File: src/rtl/css_pkg.sv
// shared types, constants and helper function of the soft-start sequencer
`default_nettype none
package css_pkg;

	localparam int DUTY_W   = 16;
	localparam int INC_W    = 24;
	localparam int SUM_W    = ((DUTY_W > INC_W) ? DUTY_W : INC_W) + 1;
	localparam int PADDR_W  = 5;

	localparam logic [DUTY_W-1:0] DUTY_MAX = DUTY_W'({DUTY_W{1'b1}} & 32'h0000_ffff);
	localparam logic [15:0] SETTLE_RST     = 16'd20;
	localparam logic [7:0]  STEP_RST       = 8'd5;
	localparam logic signed [11:0] OTP_RST = 12'sd650;
	localparam logic [15:0] CNT_SAT        = 16'hffff;

	typedef enum logic [2:0] {
		REG_BUCK_MIN  = 3'd0,
		REG_BUCK_MAX  = 3'd1,
		REG_BOOST_MIN = 3'd2,
		REG_BOOST_MAX = 3'd3,
		REG_SETTLE    = 3'd4,
		REG_STEP      = 3'd5,
		REG_OTP       = 3'd6
	} reg_idx_t;

	typedef enum logic [2:0] {
		M_INIT = 3'd0,
		M_WAIT = 3'd1,
		M_RISE = 3'd2,
		M_RUN  = 3'd3,
		M_ERR  = 3'd4
	} mode_t;

	typedef enum logic [1:0] {
		S_INIT   = 2'd0,
		S_SETTLE = 2'd1,
		S_RAMP   = 2'd2
	} soft_t;

	typedef struct packed {
		logic [DUTY_W-1:0] buck_min;
		logic [DUTY_W-1:0] buck_max;
		logic [DUTY_W-1:0] boost_min;
		logic [DUTY_W-1:0] boost_max;
		logic [15:0]       settle_ticks;
		logic [7:0]        ramp_step;
		logic signed [11:0] otp_threshold;
	} cfg_t;

	typedef struct packed {
		mode_t             mode;
		soft_t             soft_mode;
		logic              pwm_on;
		logic [15:0]       settle_count;
		logic [15:0]       ramp_count;
		logic [DUTY_W-1:0] buck_limit;
		logic [DUTY_W-1:0] boost_limit;
	} state_t;

	typedef struct packed {
		logic start_req;
		logic toggle_req;
		logic fault_active;
		logic signed [11:0] temperature;
	} tick_t;

	typedef struct packed {
		logic duty_preset;
		logic loop_clear;
		logic halve_ref;
	} pulse_t;

	// add the ramp increment and saturate at the maximum
	function automatic logic [DUTY_W-1:0] grow(input logic [DUTY_W-1:0] lim,
			input logic [INC_W-1:0] inc, input logic [DUTY_W-1:0] lmax);
		logic [SUM_W-1:0] s;
		s = SUM_W'(lim) + SUM_W'(inc);
		grow = (s > SUM_W'(lmax)) ? lmax : DUTY_W'(s);
	endfunction

endpackage
`default_nettype wire

File: src/rtl/css_if.sv
// valid/ready channel interfaces for tick words and result words
`default_nettype none
interface css_tick_if;
	logic valid;
	logic ready;
	logic start_req;
	logic toggle_req;
	logic fault_active;
	logic signed [11:0] temperature;
	modport source (output valid, start_req, toggle_req, fault_active, temperature,
		input ready);
	modport sink (input valid, start_req, toggle_req, fault_active, temperature,
		output ready);
endinterface

interface css_result_if;
	logic valid;
	logic ready;
	logic [2:0]  main_state;
	logic [1:0]  soft_state;
	logic        pwm_enable;
	logic [15:0] buck_limit_out;
	logic [15:0] boost_limit_out;
	logic        duty_preset;
	logic        loop_clear;
	logic        halve_ref;
	modport source (output valid, main_state, soft_state, pwm_enable, buck_limit_out,
		boost_limit_out, duty_preset, loop_clear, halve_ref, input ready);
	modport sink (input valid, main_state, soft_state, pwm_enable, buck_limit_out,
		boost_limit_out, duty_preset, loop_clear, halve_ref, output ready);
endinterface
`default_nettype wire

File: src/rtl/css_cfg.sv
// apb configuration register bank
`default_nettype none
module css_cfg
	import css_pkg::*;
(
	input  wire logic               clk,
	input  wire logic               arst_n,
	input  wire logic               psel,
	input  wire logic               penable,
	input  wire logic               pwrite,
	input  wire logic [PADDR_W-1:0] paddr,
	input  wire logic [31:0]        pwdata,
	output logic      [31:0]        prdata,
	output logic                    pready,
	output cfg_t                    cfg
);

	cfg_t     cfg_q;
	reg_idx_t idx;
	logic     wr;

	assign idx    = reg_idx_t'(paddr[PADDR_W-1:2]);
	assign pready = 1'b1;
	assign wr     = psel && penable && pwrite && pready;
	assign cfg    = cfg_q;

	always_ff @(posedge clk or negedge arst_n) begin
		if (!arst_n) begin
			cfg_q.buck_min      <= '0;
			cfg_q.buck_max      <= DUTY_MAX;
			cfg_q.boost_min     <= '0;
			cfg_q.boost_max     <= DUTY_MAX;
			cfg_q.settle_ticks  <= SETTLE_RST;
			cfg_q.ramp_step     <= STEP_RST;
			cfg_q.otp_threshold <= OTP_RST;
		end else if (wr) begin
			case (idx)
				REG_BUCK_MIN:  cfg_q.buck_min      <= DUTY_W'(pwdata[15:0]);
				REG_BUCK_MAX:  cfg_q.buck_max      <= DUTY_W'(pwdata[15:0]);
				REG_BOOST_MIN: cfg_q.boost_min     <= DUTY_W'(pwdata[15:0]);
				REG_BOOST_MAX: cfg_q.boost_max     <= DUTY_W'(pwdata[15:0]);
				REG_SETTLE:    cfg_q.settle_ticks  <= pwdata[15:0];
				REG_STEP:      cfg_q.ramp_step     <= pwdata[7:0];
				REG_OTP:       cfg_q.otp_threshold <= pwdata[11:0];
				default: ;
			endcase
		end
	end

	always_comb begin
		case (idx)
			REG_BUCK_MIN:  prdata = 32'(cfg_q.buck_min);
			REG_BUCK_MAX:  prdata = 32'(cfg_q.buck_max);
			REG_BOOST_MIN: prdata = 32'(cfg_q.boost_min);
			REG_BOOST_MAX: prdata = 32'(cfg_q.boost_max);
			REG_SETTLE:    prdata = 32'(cfg_q.settle_ticks);
			REG_STEP:      prdata = 32'(cfg_q.ramp_step);
			REG_OTP:       prdata = {{20{cfg_q.otp_threshold[11]}}, cfg_q.otp_threshold};
			default:       prdata = '0;
		endcase
	end

endmodule
`default_nettype wire

File: src/rtl/css_step.sv
// next-state and pulse logic for one control tick
`default_nettype none
module css_step
	import css_pkg::*;
(
	input  tick_t  tick,
	input  state_t cur,
	input  cfg_t   cfg,
	output state_t nxt,
	output pulse_t pulse
);

	mode_t            mode_pre;
	logic             pwm_pre;
	logic [16:0]      settle_inc;
	logic             settle_done;
	logic [15:0]      rc_inc;
	logic [INC_W-1:0] inc;
	logic [DUTY_W-1:0] buck_g, boost_g;

	// requests and protection, applied before the state action
	always_comb begin
		mode_pre = cur.mode;
		pwm_pre  = cur.pwm_on;
		if (tick.toggle_req) begin
			if (cur.mode == M_RISE || cur.mode == M_RUN) begin
				mode_pre = M_WAIT;
				pwm_pre  = 1'b0;
			end else if (cur.mode == M_WAIT) begin
				mode_pre = M_RUN;
				pwm_pre  = 1'b1;
			end
		end
		if (tick.start_req && mode_pre == M_WAIT) mode_pre = M_RISE;
		if (tick.temperature >= cfg.otp_threshold) begin
			mode_pre = M_WAIT;
			pwm_pre  = 1'b0;
		end
		if (tick.fault_active) mode_pre = M_ERR;
	end

	assign settle_inc  = 17'(cur.settle_count) + 17'd1;
	assign settle_done = settle_inc > 17'(cfg.settle_ticks);
	assign rc_inc      = (cur.ramp_count < CNT_SAT) ? cur.ramp_count + 16'd1 : cur.ramp_count;
	assign inc         = INC_W'(rc_inc) * INC_W'(cfg.ramp_step);
	assign buck_g      = grow(cur.buck_limit, inc, cfg.buck_max);
	assign boost_g     = grow(cur.boost_limit, inc, cfg.boost_max);

	// next state
	always_comb begin
		nxt        = cur;
		nxt.mode   = mode_pre;
		nxt.pwm_on = pwm_pre;
		case (mode_pre)
			M_INIT: begin
				nxt.pwm_on      = 1'b0;
				nxt.buck_limit  = cfg.buck_min;
				nxt.boost_limit = cfg.boost_min;
				nxt.mode        = M_WAIT;
			end
			M_RISE: begin
				case (cur.soft_mode)
					S_INIT: begin
						nxt.pwm_on      = 1'b0;
						nxt.buck_limit  = cfg.buck_min;
						nxt.boost_limit = cfg.boost_min;
						nxt.ramp_count  = '0;
						nxt.soft_mode   = S_SETTLE;
					end
					S_SETTLE: begin
						if (settle_done) begin
							nxt.settle_count = '0;
							nxt.buck_limit   = cfg.buck_min;
							nxt.boost_limit  = cfg.boost_min;
							nxt.ramp_count   = '0;
							nxt.soft_mode    = S_RAMP;
						end else begin
							nxt.settle_count = settle_inc[15:0];
						end
					end
					S_RAMP: begin
						nxt.pwm_on      = 1'b1;
						nxt.ramp_count  = rc_inc;
						nxt.buck_limit  = buck_g;
						nxt.boost_limit = boost_g;
						if (buck_g == cfg.buck_max && boost_g == cfg.boost_max) begin
							nxt.mode      = M_RUN;
							nxt.soft_mode = S_INIT;
						end
					end
					default: nxt.soft_mode = S_INIT;
				endcase
			end
			M_ERR: begin
				nxt.pwm_on = 1'b0;
				if (!tick.fault_active) nxt.mode = M_WAIT;
			end
			default: ;
		endcase
	end

	// one-tick pulses
	always_comb begin
		pulse = '0;
		case (mode_pre)
			M_INIT: begin
				pulse.duty_preset = 1'b1;
				pulse.loop_clear  = 1'b1;
			end
			M_RISE: begin
				case (cur.soft_mode)
					S_INIT:   pulse.loop_clear = 1'b1;
					S_SETTLE: begin
						if (settle_done) begin
							pulse.duty_preset = 1'b1;
							pulse.loop_clear  = 1'b1;
							pulse.halve_ref   = 1'b1;
						end
					end
					S_RAMP:   pulse.loop_clear = !pwm_pre;
					default: ;
				endcase
			end
			default: ;
		endcase
	end

endmodule
`default_nettype wire

File: src/rtl/converter_soft_start_sequencer_core.sv
// top level of the converter soft-start sequencer
// Soft-start sequencer for a buck-boost power stage. Every tick word carries
// the start and run/stop key requests, the fault flag and the heatsink
// temperature; each accepted tick yields exactly one result word with the main
// state, the soft-start state, the pwm enable, both duty limits and the
// preset / loop-clear / halve-reference pulses. A tick is captured in an input
// register, the state update runs through one short combinational pass (the
// 16x8 ramp multiply, the limit add and saturate are the longest path) and the
// state and pulse registers load together with the result word. Throughput is
// one tick per cycle while results are taken; each result word loads from the
// input register once the result slot is free. A waiting result still lets one
// more tick into the input register; the next waits until the result is taken.
// Configuration goes through a 32-bit apb port with registers at byte address
// 4*index; writes are expected only while no tick is in flight.
`default_nettype none
module converter_soft_start_sequencer_core
	import css_pkg::*;
(
	input  wire logic               clk,
	input  wire logic               arst_n,
	css_tick_if.sink                tick,
	css_result_if.source            result,
	input  wire logic               psel,
	input  wire logic               penable,
	input  wire logic               pwrite,
	input  wire logic [PADDR_W-1:0] paddr,
	input  wire logic [31:0]        pwdata,
	output logic      [31:0]        prdata,
	output logic                    pready
);

	cfg_t   cfg;
	tick_t  tick_s1;
	logic   valid_s1;
	state_t state_q, state_nxt;
	pulse_t pulse_q, pulse_nxt;
	logic   out_valid_q;
	logic   advance;

	css_cfg u_cfg (
		.clk     (clk),
		.arst_n  (arst_n),
		.psel    (psel),
		.penable (penable),
		.pwrite  (pwrite),
		.paddr   (paddr),
		.pwdata  (pwdata),
		.prdata  (prdata),
		.pready  (pready),
		.cfg     (cfg)
	);

	// the captured tick moves on once the result slot is free or being drained
	assign advance    = valid_s1 && (!out_valid_q || result.ready);
	assign tick.ready = !valid_s1 || advance;

	// input register
	always_ff @(posedge clk or negedge arst_n) begin
		if (!arst_n) begin
			valid_s1 <= 1'b0;
		end else if (tick.ready) begin
			valid_s1 <= tick.valid;
		end
	end

	always_ff @(posedge clk) begin
		if (tick.ready && tick.valid) begin
			tick_s1.start_req    <= tick.start_req;
			tick_s1.toggle_req   <= tick.toggle_req;
			tick_s1.fault_active <= tick.fault_active;
			tick_s1.temperature  <= tick.temperature;
		end
	end

	css_step u_step (
		.tick  (tick_s1),
		.cur   (state_q),
		.cfg   (cfg),
		.nxt   (state_nxt),
		.pulse (pulse_nxt)
	);

	// sequencer state doubles as the result payload; it only changes when a
	// new result is loaded, so a stalled word holds
	always_ff @(posedge clk or negedge arst_n) begin
		if (!arst_n) begin
			state_q.mode         <= M_INIT;
			state_q.soft_mode    <= S_INIT;
			state_q.pwm_on       <= 1'b0;
			state_q.settle_count <= '0;
			state_q.ramp_count   <= '0;
			state_q.buck_limit   <= '0;
			state_q.boost_limit  <= '0;
			pulse_q              <= '0;
			out_valid_q          <= 1'b0;
		end else begin
			if (advance) begin
				state_q     <= state_nxt;
				pulse_q     <= pulse_nxt;
				out_valid_q <= 1'b1;
			end else if (result.ready) begin
				out_valid_q <= 1'b0;
			end
		end
	end

	assign result.valid           = out_valid_q;
	assign result.main_state      = state_q.mode;
	assign result.soft_state      = state_q.soft_mode;
	assign result.pwm_enable      = state_q.pwm_on;
	assign result.buck_limit_out  = 16'(state_q.buck_limit);
	assign result.boost_limit_out = 16'(state_q.boost_limit);
	assign result.duty_preset     = pulse_q.duty_preset;
	assign result.loop_clear      = pulse_q.loop_clear;
	assign result.halve_ref       = pulse_q.halve_ref;

endmodule
`default_nettype wire
File: src/flat_wrapper.sv
// flat-port wrapper written by rule: the top's interface ports become plain ports
module converter_soft_start_sequencer_core_flat import css_pkg::*;
  (clk, arst_n, psel, penable, pwrite, paddr, pwdata, prdata, pready, tick_valid, tick_start_req, tick_toggle_req, tick_fault_active, tick_temperature, tick_ready, result_valid, result_main_state, result_soft_state, result_pwm_enable, result_buck_limit_out, result_boost_limit_out, result_duty_preset, result_loop_clear, result_halve_ref, result_ready);
  css_tick_if tick_i ();
  css_result_if result_i ();
  input  wire logic clk;
  input  wire logic arst_n;
  input  wire logic psel;
  input  wire logic penable;
  input  wire logic pwrite;
  input  wire logic [PADDR_W-1:0] paddr;
  input  wire logic [31:0] pwdata;
  output logic      [31:0] prdata;
  output logic pready;
  input wire logic [$bits(tick_i.valid)-1:0] tick_valid;
  input wire logic [$bits(tick_i.start_req)-1:0] tick_start_req;
  input wire logic [$bits(tick_i.toggle_req)-1:0] tick_toggle_req;
  input wire logic [$bits(tick_i.fault_active)-1:0] tick_fault_active;
  input wire logic [$bits(tick_i.temperature)-1:0] tick_temperature;
  output wire logic [$bits(tick_i.ready)-1:0] tick_ready;
  output wire logic [$bits(result_i.valid)-1:0] result_valid;
  output wire logic [$bits(result_i.main_state)-1:0] result_main_state;
  output wire logic [$bits(result_i.soft_state)-1:0] result_soft_state;
  output wire logic [$bits(result_i.pwm_enable)-1:0] result_pwm_enable;
  output wire logic [$bits(result_i.buck_limit_out)-1:0] result_buck_limit_out;
  output wire logic [$bits(result_i.boost_limit_out)-1:0] result_boost_limit_out;
  output wire logic [$bits(result_i.duty_preset)-1:0] result_duty_preset;
  output wire logic [$bits(result_i.loop_clear)-1:0] result_loop_clear;
  output wire logic [$bits(result_i.halve_ref)-1:0] result_halve_ref;
  input wire logic [$bits(result_i.ready)-1:0] result_ready;
  assign tick_i.valid = tick_valid;
  assign tick_i.start_req = tick_start_req;
  assign tick_i.toggle_req = tick_toggle_req;
  assign tick_i.fault_active = tick_fault_active;
  assign tick_i.temperature = tick_temperature;
  assign tick_ready = tick_i.ready;
  assign result_valid = result_i.valid;
  assign result_main_state = result_i.main_state;
  assign result_soft_state = result_i.soft_state;
  assign result_pwm_enable = result_i.pwm_enable;
  assign result_buck_limit_out = result_i.buck_limit_out;
  assign result_boost_limit_out = result_i.boost_limit_out;
  assign result_duty_preset = result_i.duty_preset;
  assign result_loop_clear = result_i.loop_clear;
  assign result_halve_ref = result_i.halve_ref;
  assign result_i.ready = result_ready;
  converter_soft_start_sequencer_core u_core (.clk(clk), .arst_n(arst_n), .tick(tick_i), .result(result_i), .psel(psel), .penable(penable), .pwrite(pwrite), .paddr(paddr), .pwdata(pwdata), .prdata(prdata), .pready(pready));
endmodule
File: config.mk
export PLATFORM = sky130hd
export DESIGN_NAME = converter_soft_start_sequencer_core_flat
export DESIGN_NICKNAME = d
export VERILOG_FILES = /design/src/rtl/css_pkg.sv /design/src/rtl/css_if.sv /design/src/rtl/css_cfg.sv /design/src/rtl/css_step.sv /design/src/rtl/converter_soft_start_sequencer_core.sv /design/src/flat_wrapper.sv
export SDC_FILE = /design/constraint.sdc
export NUM_CORES = 1
export LEC_CHECK = 0
export BUFFER_PORTS_ARGS = -buffer_cell sky130_fd_sc_hd__buf_4
export CAP_MARGIN = 5
export CORE_MARGIN = 5
export CORE_UTILIZATION = 57
export CTS_BUF_LIST = sky130_fd_sc_hd__clkbuf_16
export DETAILED_ROUTE_END_ITERATION = 10
export GPL_TIMING_DRIVEN = 0
export PLACE_DENSITY = 0.89
export SYNTH_ARGS = -nofsm -noshare
export SYNTH_HDL_FRONTEND = slang
export SYNTH_HIERARCHICAL = 1
export SYNTH_SLANG_ARGS = --single-unit
File: constraint.sdc
create_clock -name clk -period 9.2 [get_ports clk]
set_input_delay 0.46 -clock clk [delete_from_list [all_inputs] [get_ports clk]]
set_output_delay 0.46 -clock clk [all_outputs]
set_load 0.03 [all_outputs]
* Word level (Yosys, flattened, before mapping)
Index checks and enable logic that the tools add are counted.
Storage, ports and cells: output and inout bits 76, bits in registers 190
Operators by class: $lt $le $gt $ge 5, equal/unequal tests 20, mux-type cells 34, add/subtract/negate cells 4, multipliers 1, reduce and logical (&&, ||, !) cells 30
Operators by type and width (count):
- case mux 32 bit (7 select lines) | 1
- case mux 48 bit (3 select lines) | 1
- two-way mux 16 bit | 4
- case mux 32 bit (2 select lines) | 1
- adder 16 x 24 -> 25 bit | 2
- greater-than comparator 25 x 16 -> 1 bit | 2
- two-way mux 48 bit | 1
- == test 16 bit | 2
- two-way mux 3 bit | 9
- multiplier 16 x 8 -> 24 bit | 1
- adder 16 x 1 -> 17 bit (second input constant) | 1
- greater-than comparator 17 x 16 -> 1 bit | 1
- adder 16 x 1 -> 16 bit (second input constant) | 1
- less-than comparator 16 bit (second input constant) | 1
- == test 3 x 2 -> 1 bit (second input constant) | 5
- AND reduction 2 bit | 7
- == test 3 bit (second input constant) | 4
- greater-or-equal comparator 12 bit | 1
- AND reduction 4 bit | 3
- == test 3 x 1 -> 1 bit (second input constant) | 3
- two-way mux 1 bit | 9
- case mux 3 bit (3 select lines) | 1
- logical AND 1 bit | 6
- zero test 3 bit | 2
- 18 further kinds | 25

* Longest topological paths before layout
Gate-level depths: netlist (run 1).
word-level depth 12, gate-level depth with buffers 46, gate-level depth less buffers 41

* Modules after synthesis
Netlist (run 1), hierarchy kept.
Modules (own cells, without submodules):
- css_step | times used 1, cells an instance 1480, area each 10976.8 um^2
- css_cfg | times used 1, cells an instance 360, area each 4949.7 um^2
- converter_soft_start_sequencer_core | times used 1, cells an instance 213, area each 3819.9 um^2

* Least setup slack after synthesis (run 1)
OpenSTA, ideal clock, no wires.
path kind flip-flop to flip-flop, start register u_core/state_q[36] (netlist bit), end register u_core.state_q, in the netlist u_core/result.buck_limit_out[11], setup time 0.125 ns, buffers on the path 4, data required time 9.075 ns, arrival time 9.484 ns, stages on the path, launching flop included 45, slack -0.409 ns, cell sequence dfrtp_1 -> clkbuf_1 -> and4_1 -> and3_1 -> nand4_1 -> or3_1 -> clkbuf_1 -> nand2_1 -> nor2_1 -> nand3_1 -> xor2_1 -> nor2b_1 -> fa_1 -> fa_1 -> fa_1 -> inv_1 -> fa_1 -> inv_1 -> [9 not listed] -> a211o_1 -> a41oi_1 -> o21ai_0 -> xor2_1 -> ha_1 -> a21o_1 -> a21oi_1 -> o21ai_0 -> a21oi_1 -> a31oi_1 -> a2111oi_4 -> o22ai_2 -> or2_1 -> buf_6 -> buf_6 -> o32ai_1 -> o21ai_1 -> mux2_4
RTL lines:
- start: declaration | RTL line converter_soft_start_sequencer_core.sv:35 | state_t state_q, state_nxt;
- start signal: assignment | RTL line converter_soft_start_sequencer_core.sv:98 | state_q <= state_nxt;

==> impl_results.md, run 1 <==
* Status: finished with violations
* Failing checks: setup timing
* Switching pwr at 2.03 mW
* Measured slew at the worst slew-check pin at 1110 ps
* Sequential cell area fraction in the yosys report at 24.7%
* Max Cap Violations at 0
* Relative slew slack at 25.6%
* Die area at 38500 um2
* Area delta synth->final at 21.5%
* Final Cell Area at 24000 um2
* Crit-path max FO at 5
* Post-DR wirelength/cell at 23.8 um
* Std cell rows at 68
* Worst ir drop on vdd at 0.156 mV
* Hold path cells at 1
* Slowest stage delay, CP at 620 ps
* Die H at 196 um
* Final setup fails at 34
* DRT Pass-1 Iters at 6
* Die Width at 196 um
* Dpl cell area at 21300 um2
* Reg-to-Reg Start: u_core/state_q[39]$_DFFE_PN0P_
* Placer Congestion at 0.966
* TritonCTS buffer count at 17
* Crit Path Class: flop to flop
* Power Total at 4.72 mW
* Boundary Pins at 135
* Reg clk slew, reported paths at 80 ps
* Worst reg2reg path depth at 44
* Synth Area in Adders at 17.7%
* Post-synthesis simple-gate area fraction at 14.3%
* Tmin final at 9560 ps
* Compound-gate portion of the synthesized area at 16.4%
* Largest net degree at the start of global routing at 127
* Total GRT Usage at 32.2%
* CTS tree: built
* Ys async rst share at 92.1%
* Final antenna-violating net count at 0
* Worst r2r dst: u_core/result.buck_limit_out[1]$_DFFE_PN0P_
* Vias in the first global route at 18094
* Max-slew violation count at 0
* Internal power at 2.69 mW
* Mux cell area share after synthesis at 14.7%
* Final #Nets at 2576
* Ys flop type: dfrtp_1
* Final cycle utilization of the critical path at 104%
* Pwr dens at 197 nW/um2
* Number of vias per cell at 6.50
* First-pass GRT wire length at 98.9 mm
* Syn nets at 2339
* Critical Path RT at 9530 ps
* Worst setup margin at -365 ps
* RSZ-0062 raised after global routing: true
* Core area at 34400 um2
* Initial core utilization at 57.4%
* Arr. time, crit path at 9890 ps
* Final Core Density at 69.8%
* FMAX at 105 MHz
* Placed cells at 2621
* Number of diodes at 0
* Setup crit start kind: flop
* R2R Setup Slk at -360 ps
* Final HPWL DP at 47.1 mm
* Syn avg cell area at 9.62 um2
* Leakage at 11.2 nW
* CTS H-tree depth at 4
* Layout cell share with drive strength beyond 1 at 33.7%
* Clk buf depth at 2
* Clock share of power at 15.4%
* Worst Hold Path EP: u_core/tick_s1[4]$_DFFE_PP_
* Clock sinks at 190
* Critical Path Slowest Stage Cell: fa_1
* Synth Cell Area at 19700 um2
* Post-route insts no fill at 2758
* Clk Latency, worst-skew pair at 440 ps
* Min-delay src: tick_temperature[4]
* Vias at 17914
* Hold Vio Cnt, Final at 0
* Synthesized netlist cell count at 2053
* Register share of total power at 27.6%
* Switch share at 42.9%
* # fillers at 2418
* Largest family of logic cells by synthesized area: adder cells
* CP endpoint kind: flop
* Root Buffer: clkbuf_16
* Initial DRC count at 2045
* Worst Skew at 8.50 ps
* Yosys reg bits at 190
* Buffers on Ports at 112
* Grt total ovfl at 0
* Xor/xnor share of the synthesized area at 4.43%
* Synth cell types at 100
* Min-delay worst type: primary input to flop
* Number of synthesized flops with an enable pin at 15
* Crit path top cell by count: fa_1
* Residual DRC at 0
* Final wirelength at 65.5 mm
* Combinational power share at 57.0%
* Initial antenna violation count at 0
* Yosys Warn Count at 6
[layer usage]
| metal | share of wire [%] | routed length, um | track usage [%] |
|---|---|---|---|
| met1 | 39 | 25400 | 41.8 |
| met2 | 47 | 30500 | 51.9 |
| met5 | 0 | 0 | 0 |
| met3 | 8.5 | 5600 | 5.36 |
| met4 | 6.2 | 4040 | 17.1 |
[kinds of logic (layout without fill, tap and decap cells)]
| logic type | after synthesis | count (layout) |
|---|---|---|
| compound gates | 463 | 463 |
| other cells | 1 | 1 |
| flops | 190 | 190 |
| simple gates | 519 | 519 |
| fa+ha+maj | 227 | 227 |
| buf+inv | 314 | 564 |
| xor+xnor | 99 | 99 |
| mux | 240 | 240 |
[placed cells by master (no fill, tap or decap), types with 12 or more instances in the layout]
cell type and count:
inv_1 170, edfxtp_1 15, dfstp_2 40, and3_1 20
ha_4 17, a21o_1 51, o21ai_0 64, mux2_2 121
nor2b_1 68, nor2_1 70, a22oi_1 28, fa_1 85
dfrtp_1 131, buf_4 264, nand2b_1 18, a21oi_1 83
a211oi_1 16, xor2_1 20, ha_1 121, o21ai_1 17
a22o_1 14, o21a_1 29, nand3_1 33, mux2_4 70
buf_2 15, nor3_1 23, and2_1 46, buf_6 27
o211ai_1 12, clkbuf_1 37, xnor2_1 54, clkbuf_16 18
mux2i_1 40, nand2_1 121, nand4_1 26
[worst max-delay path by stage]
stage,from,end,slack [ps],cells past startpoint
floorplan,u_core/state_q[36]$_DFFE_PN0P_,u_core/result.buck_limit_out[11]$_DFFE_PN0P_,30,44
global placement,u_core/state_q[36]$_DFFE_PN0P_,u_core/result.main_state[0]$_DFFE_PN0P_,-1280,40
detailed placement,u_core/state_q[36]$_DFFE_PN0P_,u_core/result.main_state[0]$_DFFE_PN0P_,-1620,42
CTS,u_core/state_q[36]$_DFFE_PN0P_,u_core/result.buck_limit_out[3]$_DFFE_PN0P_,-160,46
global route,u_core/state_q[39]$_DFFE_PN0P_,u_core/result.buck_limit_out[6]$_DFFE_PN0P_,-660,44
finish,u_core/state_q[39]$_DFFE_PN0P_,u_core/result.buck_limit_out[1]$_DFFE_PN0P_,-360,44
[flip-flops by register name, summed over array words and instances (netlist names)]
signal,flops
u_core/tick_s1,15
u_core/result.valid,1
u_core/result.boost_limit_out,16
u_core/valid_s1,1
u_core/result.pwm_enable,1
u_core/result.loop_clear,1
u_core/result.buck_limit_out,16
u_core/result.soft_state,2
u_core/result.duty_preset,1
u_core/result.main_state,3
u_core/state_q,32
u_core/result.halve_ref,1
u_core/u_cfg/cfg,100
[synth_stat cells, types with 35 or more instances]
cell type / count / share of area (%)
inv_1: 174 / 3.3
mux2i_1: 49 / 2.5
a21oi_1: 96 / 2.4
nand3_1: 35 / 0.89
nor2_1: 77 / 1.5
dfstp_2: 40 / 5.3
dfrtp_1: 135 / 17
o21ai_0: 81 / 2.1
ha_1: 141 / 8.9
clkbuf_1: 44 / 0.84
mux2_4: 70 / 5.3
nor2b_1: 72 / 2.3
a21o_1: 51 / 1.9
xnor2_1: 66 / 2.9
fa_1: 86 / 8.7
nand2_1: 129 / 2.5
mux2_2: 121 / 6.9
buf_4: 59 / 2.2
and2_1: 47 / 1.5
[what timing repair did]
action                                 in CTS  in global routing
setup endpoints to repair                  34                 34
resized for setup                         140                 99
hold buffers                                1                  0
endpoints found under the hold margin      48                  0
cloned                                      3                  0
buffers inserted                           68                 44
pin swaps                                  62                 60
[power groups by stage]
| stage | clock (mW) | combinational [mW] | sequential [mW] |
|---|---|---|---|
| 2_1_floorplan | 0 | 1.49 | 1.14 |
| 3_3_place_gp | 0 | 1.93 | 1.27 |
| 3_5_place_dp | 0 | 2.00 | 1.28 |
| 4_1_cts | 0.730 | 2.39 | 1.27 |
| 5_1_grt | 0.765 | 2.83 | 1.31 |
| 6_report | 0.726 | 2.69 | 1.30 |
[critical path, delay by kind of cell (launching register included)]
family	cells	cell delay, ps
AOI/OAI and AO/OA	14	2200
xor gates and xnor gates	3	720
adders and majority gates	7	2900
and+or+nand+nor	11	1980
muxes	1	280
DFF	1	390
buffers and inverters	8	970
[cell type report]
cell class	instances	area, um2	area share (%)
tap	455	569	2.37
timing repair buffer	225	1820	7.60
sequential	190	4880	20.4
clock inverter	14	119	0.495
buffer	131	905	3.77
multi-input combinational	1549	14600	60.8
clock buffer	18	450	1.88
inverter	176	661	2.75
[per-stage QoR]
stage | hold slack [ps] | TNS [ps] | setup WS [ps]
final | 186 | -6360 | -365
after detailed placement | 397 | -48320 | -1620
after global placement | 495 | -36600 | -1280
after global routing | 172 | -16110 | -659
after floorplan | 164 | 0 | 29.1
after CTS | 172 | -1960 | -158
No activity file was read; power rests on OpenSTA's default activity.
==> inputs of run 2 (changes only) <==
--- a/config.mk
+++ b/config.mk
@@ -8,11 +8,11 @@
 export BUFFER_PORTS_ARGS = -buffer_cell sky130_fd_sc_hd__buf_4
 export CAP_MARGIN = 5
 export CORE_MARGIN = 5
-export CORE_UTILIZATION = 57
+export CORE_UTILIZATION = 62
 export CTS_BUF_LIST = sky130_fd_sc_hd__clkbuf_16
 export DETAILED_ROUTE_END_ITERATION = 10
 export GPL_TIMING_DRIVEN = 0
-export PLACE_DENSITY = 0.89
+export PLACE_DENSITY = 0.91
 export SYNTH_ARGS = -nofsm -noshare
 export SYNTH_HDL_FRONTEND = slang
 export SYNTH_HIERARCHICAL = 1
==> constraint.sdc (replaced) <==
create_clock -name clk -period 9.6 [get_ports clk]
set_input_delay 0.48 -clock clk [delete_from_list [all_inputs] [get_ports clk]]
set_output_delay 0.48 -clock clk [all_outputs]
set_load 0.005 [all_outputs]
==> impl_results.md, run 2 (synthesis gave the netlist of run 1 again) <==
* Final wirelength at 62.7 mm (was 65.5 mm)
* Min-delay src: tick_temperature[6] (was tick_temperature[4])
* Clk Latency, worst-skew pair at 440 ps (about the same)
* Reg clk slew, reported paths at 70 ps (was 80 ps)
* CTS tree: built (unchanged)
* FMAX at 105 MHz (about the same)
* Placement Setup Slack at -1730 ps (was -1620 ps)
* Worst reg2reg path depth at 43 (was 44)
* Most frequent cells in the layout: buf_4, inv_1, dfrtp_1, ha_1, nand2_1 (was buf_4, inv_1, dfrtp_1)
* Residual DRC at 0 (unchanged)
* Final setup fails at 0 (was 34)
* Layout cell share with drive strength beyond 1 at 29.7% (was 33.7%)
* Area delta synth->final at 15.9% (was 21.5%)
* Hold Vio Cnt, Final at 0 (unchanged)
* Clk buf depth at 2 (unchanged)
* Die Width at 188 um (was 196 um)
* Hold path cells at 1 (unchanged)
* Status: finished clean (was finished with violations)
* Initial antenna violation count at 0 (unchanged)
* Placer Congestion at 0.993 (was 0.966)
* CTS H-tree depth at 4 (unchanged)
* Arr. time, crit path at 9890 ps (about the same)
* Area of the multi-input gates at 14100 um2 (was 14600 um2)
* CP Launch Point: u_core/state_q[37]$_DFFE_PN0P_ (was u_core/state_q[39]$_DFFE_PN0P_)
* CP endpoint kind: flop (unchanged)
* Setup crit start kind: flop (unchanged)
* Final #Nets at 2520 (was 2576)
* Post-route insts no fill at 2649 (was 2758)
* Boundary Pins at 135 (unchanged)
* Final antenna-violating net count at 0 (unchanged)
* Slowest stage delay, CP at 550 ps (was 620 ps)
* Number of vias per cell at 6.66 (was 6.50)
* Min-delay worst type: primary input to flop (unchanged)
* Pwr dens at 171 nW/um2 (was 197 nW/um2)
* Die H at 188 um (was 196 um)
* Reg-to-Reg Start: u_core/state_q[37]$_DFFE_PN0P_ (was u_core/state_q[39]$_DFFE_PN0P_)
* DRT Pass-1 Iters at 8 (was 6)
* Largest net degree at the start of global routing at 112 (was 127)
* Max FFs per register at 100 (unchanged)
* Critical Path Slowest Stage Cell: fa_1 (unchanged)
* Core area at 31500 um2 (was 34400 um2)
* Power Total at 3.92 mW (was 4.72 mW)
* Final HPWL DP at 46.1 mm (was 47.1 mm)
* Post-DR wirelength/cell at 23.7 um (was 23.8 um)
* Initial core utilization at 62.7% (was 57.4%)
* Measured slew at the worst slew-check pin at 1050 ps (was 1110 ps)
* Final Core Density at 72.7% (was 69.8%)
* First-pass GRT wire length at 94.7 mm (was 98.9 mm)
* Clock sinks at 190 (unchanged)
* # fillers at 2092 (was 2418)
* Worst setup margin at 45.8 ps (was -365 ps)
* Placed cells at 2568 (was 2621)
* Root Buffer: clkbuf_16 (unchanged)
* Buffers on Ports at 112 (unchanged)
* Register area at 4890 um2 (was 4880 um2)
* Initial DRC count at 2171 (was 2045)
* Std cell rows at 65 (was 68)
* Worst Skew at 8.21 ps (was 8.50 ps)
* Leakage at 10.7 nW (was 11.2 nW)
* Crit path top cell by count: fa_1 (unchanged)
* TritonCTS buffer count at 17 (unchanged)
* Worst ir drop on vdd at 0.137 mV (was 0.156 mV)
* Hold Slack at 207 ps (was 186 ps)
* Die area at 35500 um2 (was 38500 um2)
* Tmin final at 9550 ps (was 9560 ps)
* Final cycle utilization of the critical path at 99.5% (was 104%)
* Critical Path RT at 9930 ps (was 9530 ps)
* Number of diodes at 0 (unchanged)
* Crit-path max FO at 10 (was 5)
* Vias in the first global route at 17439 (was 18094)
* Total GRT Usage at 33.3% (was 32.2%)
* Most common cell after layout, fill and taps aside: buf_4 (unchanged)
* Relative slew slack at 27.7% (was 25.6%)
* Vias at 17640 (was 17914)
* Max-slew violation count at 0 (unchanged)
* Max Cap Violations at 0 (unchanged)
* Crit Path Class: flop to flop (unchanged)
* Grt total ovfl at 0 (unchanged)
## run 2: cell types whose count changed in the layout (fill, tap and decap cells not counted), moves of 7 or more
cell	delta
o221a_4	-7
ha_1	+8
buf_6	-9
buf_4	-43
o31ai_2	-7
ha_4	-9
o31ai_1	+8
o21ai_0	+11
o21ai_1	-8
o221a_2	+7
## run 2: where the power goes
part,total [mW],switching (mW),internal (mW)
Sequential,1.23,0.266,0.968
Combinational,2.00,1.03,0.967
Clock,0.684,0.326,0.358
## run 2: cell type report
class | instances | area share (%)
plain buffers | 131 | 3.88
clock buffers | 17 | 1.86
clock inverters | 15 | 0.541
inverters | 176 | 2.89
multi-input cells | 1549 | 61.5
flip-flops and latches | 190 | 21.4
well taps | 402 | 2.20
repair buffers | 169 | 5.76
## run 2: metrics by stage
stage / TNS, ps / cell area, um2
2_1_floorplan: 0 / 19800
3_3_place_gp: -37810 / 21100
3_5_place_dp: -47090 / 21100
4_1_cts: 0 / 22200
5_1_grt: -3150 / 22900
6_report: 0 / 22900
## run 2: worst paths after layout
path / to / slack (ps)
min in group asynchronous: u_core/u_cfg/cfg[29]$_DFFE_PN0P_ / 570
setup reg to reg: u_core/result.buck_limit_out[1]$_DFFE_PN0P_ / 50
hold reg to reg: u_core/result.halve_ref$_DFFE_PN0P_ / 510
hold / removal: u_core/tick_s1[6]$_DFFE_PP_ / 210
setup / recovery: u_core/result.buck_limit_out[1]$_DFFE_PN0P_ / 50
max in group asynchronous: u_core/state_q[37]$_DFFE_PN0P_ / 8060
## run 2: metal layers
| metal | up-vias | global-route usage (%) | part of all wire (%) |
|---|---|---|---|
| met2 | 1218 | 54.8 | 47 |
| met3 | 278 | 6.15 | 9.4 |
| li1 | 7603 | - | - |
| met1 | 8541 | 43.1 | 38 |
| met4 | 0 | 14.5 | 5.4 |
| met5 | - | 0 | 0 |
## run 2: worst max-delay path, delay by kind of cell, from the launching register on
family	cells	cell delay [ps]
adders and majority gates	7	2950
xor gates and xnor gates	3	600
AOI/OAI and AO/OA	13	2250
and+or+nand+nor	13	2230
muxes	1	280
buffers and inverters	6	700
DFF	1	370
## run 2: what timing repair did
item | in CTS | in global routing
pin swaps | 8 | 57
setup buffers | 24 | 31
resized for setup | 57 | 89
endpoints found under the setup margin | 34 | 34
hold buffers | 1 | 0
endpoints found under the hold margin | 44 | 0
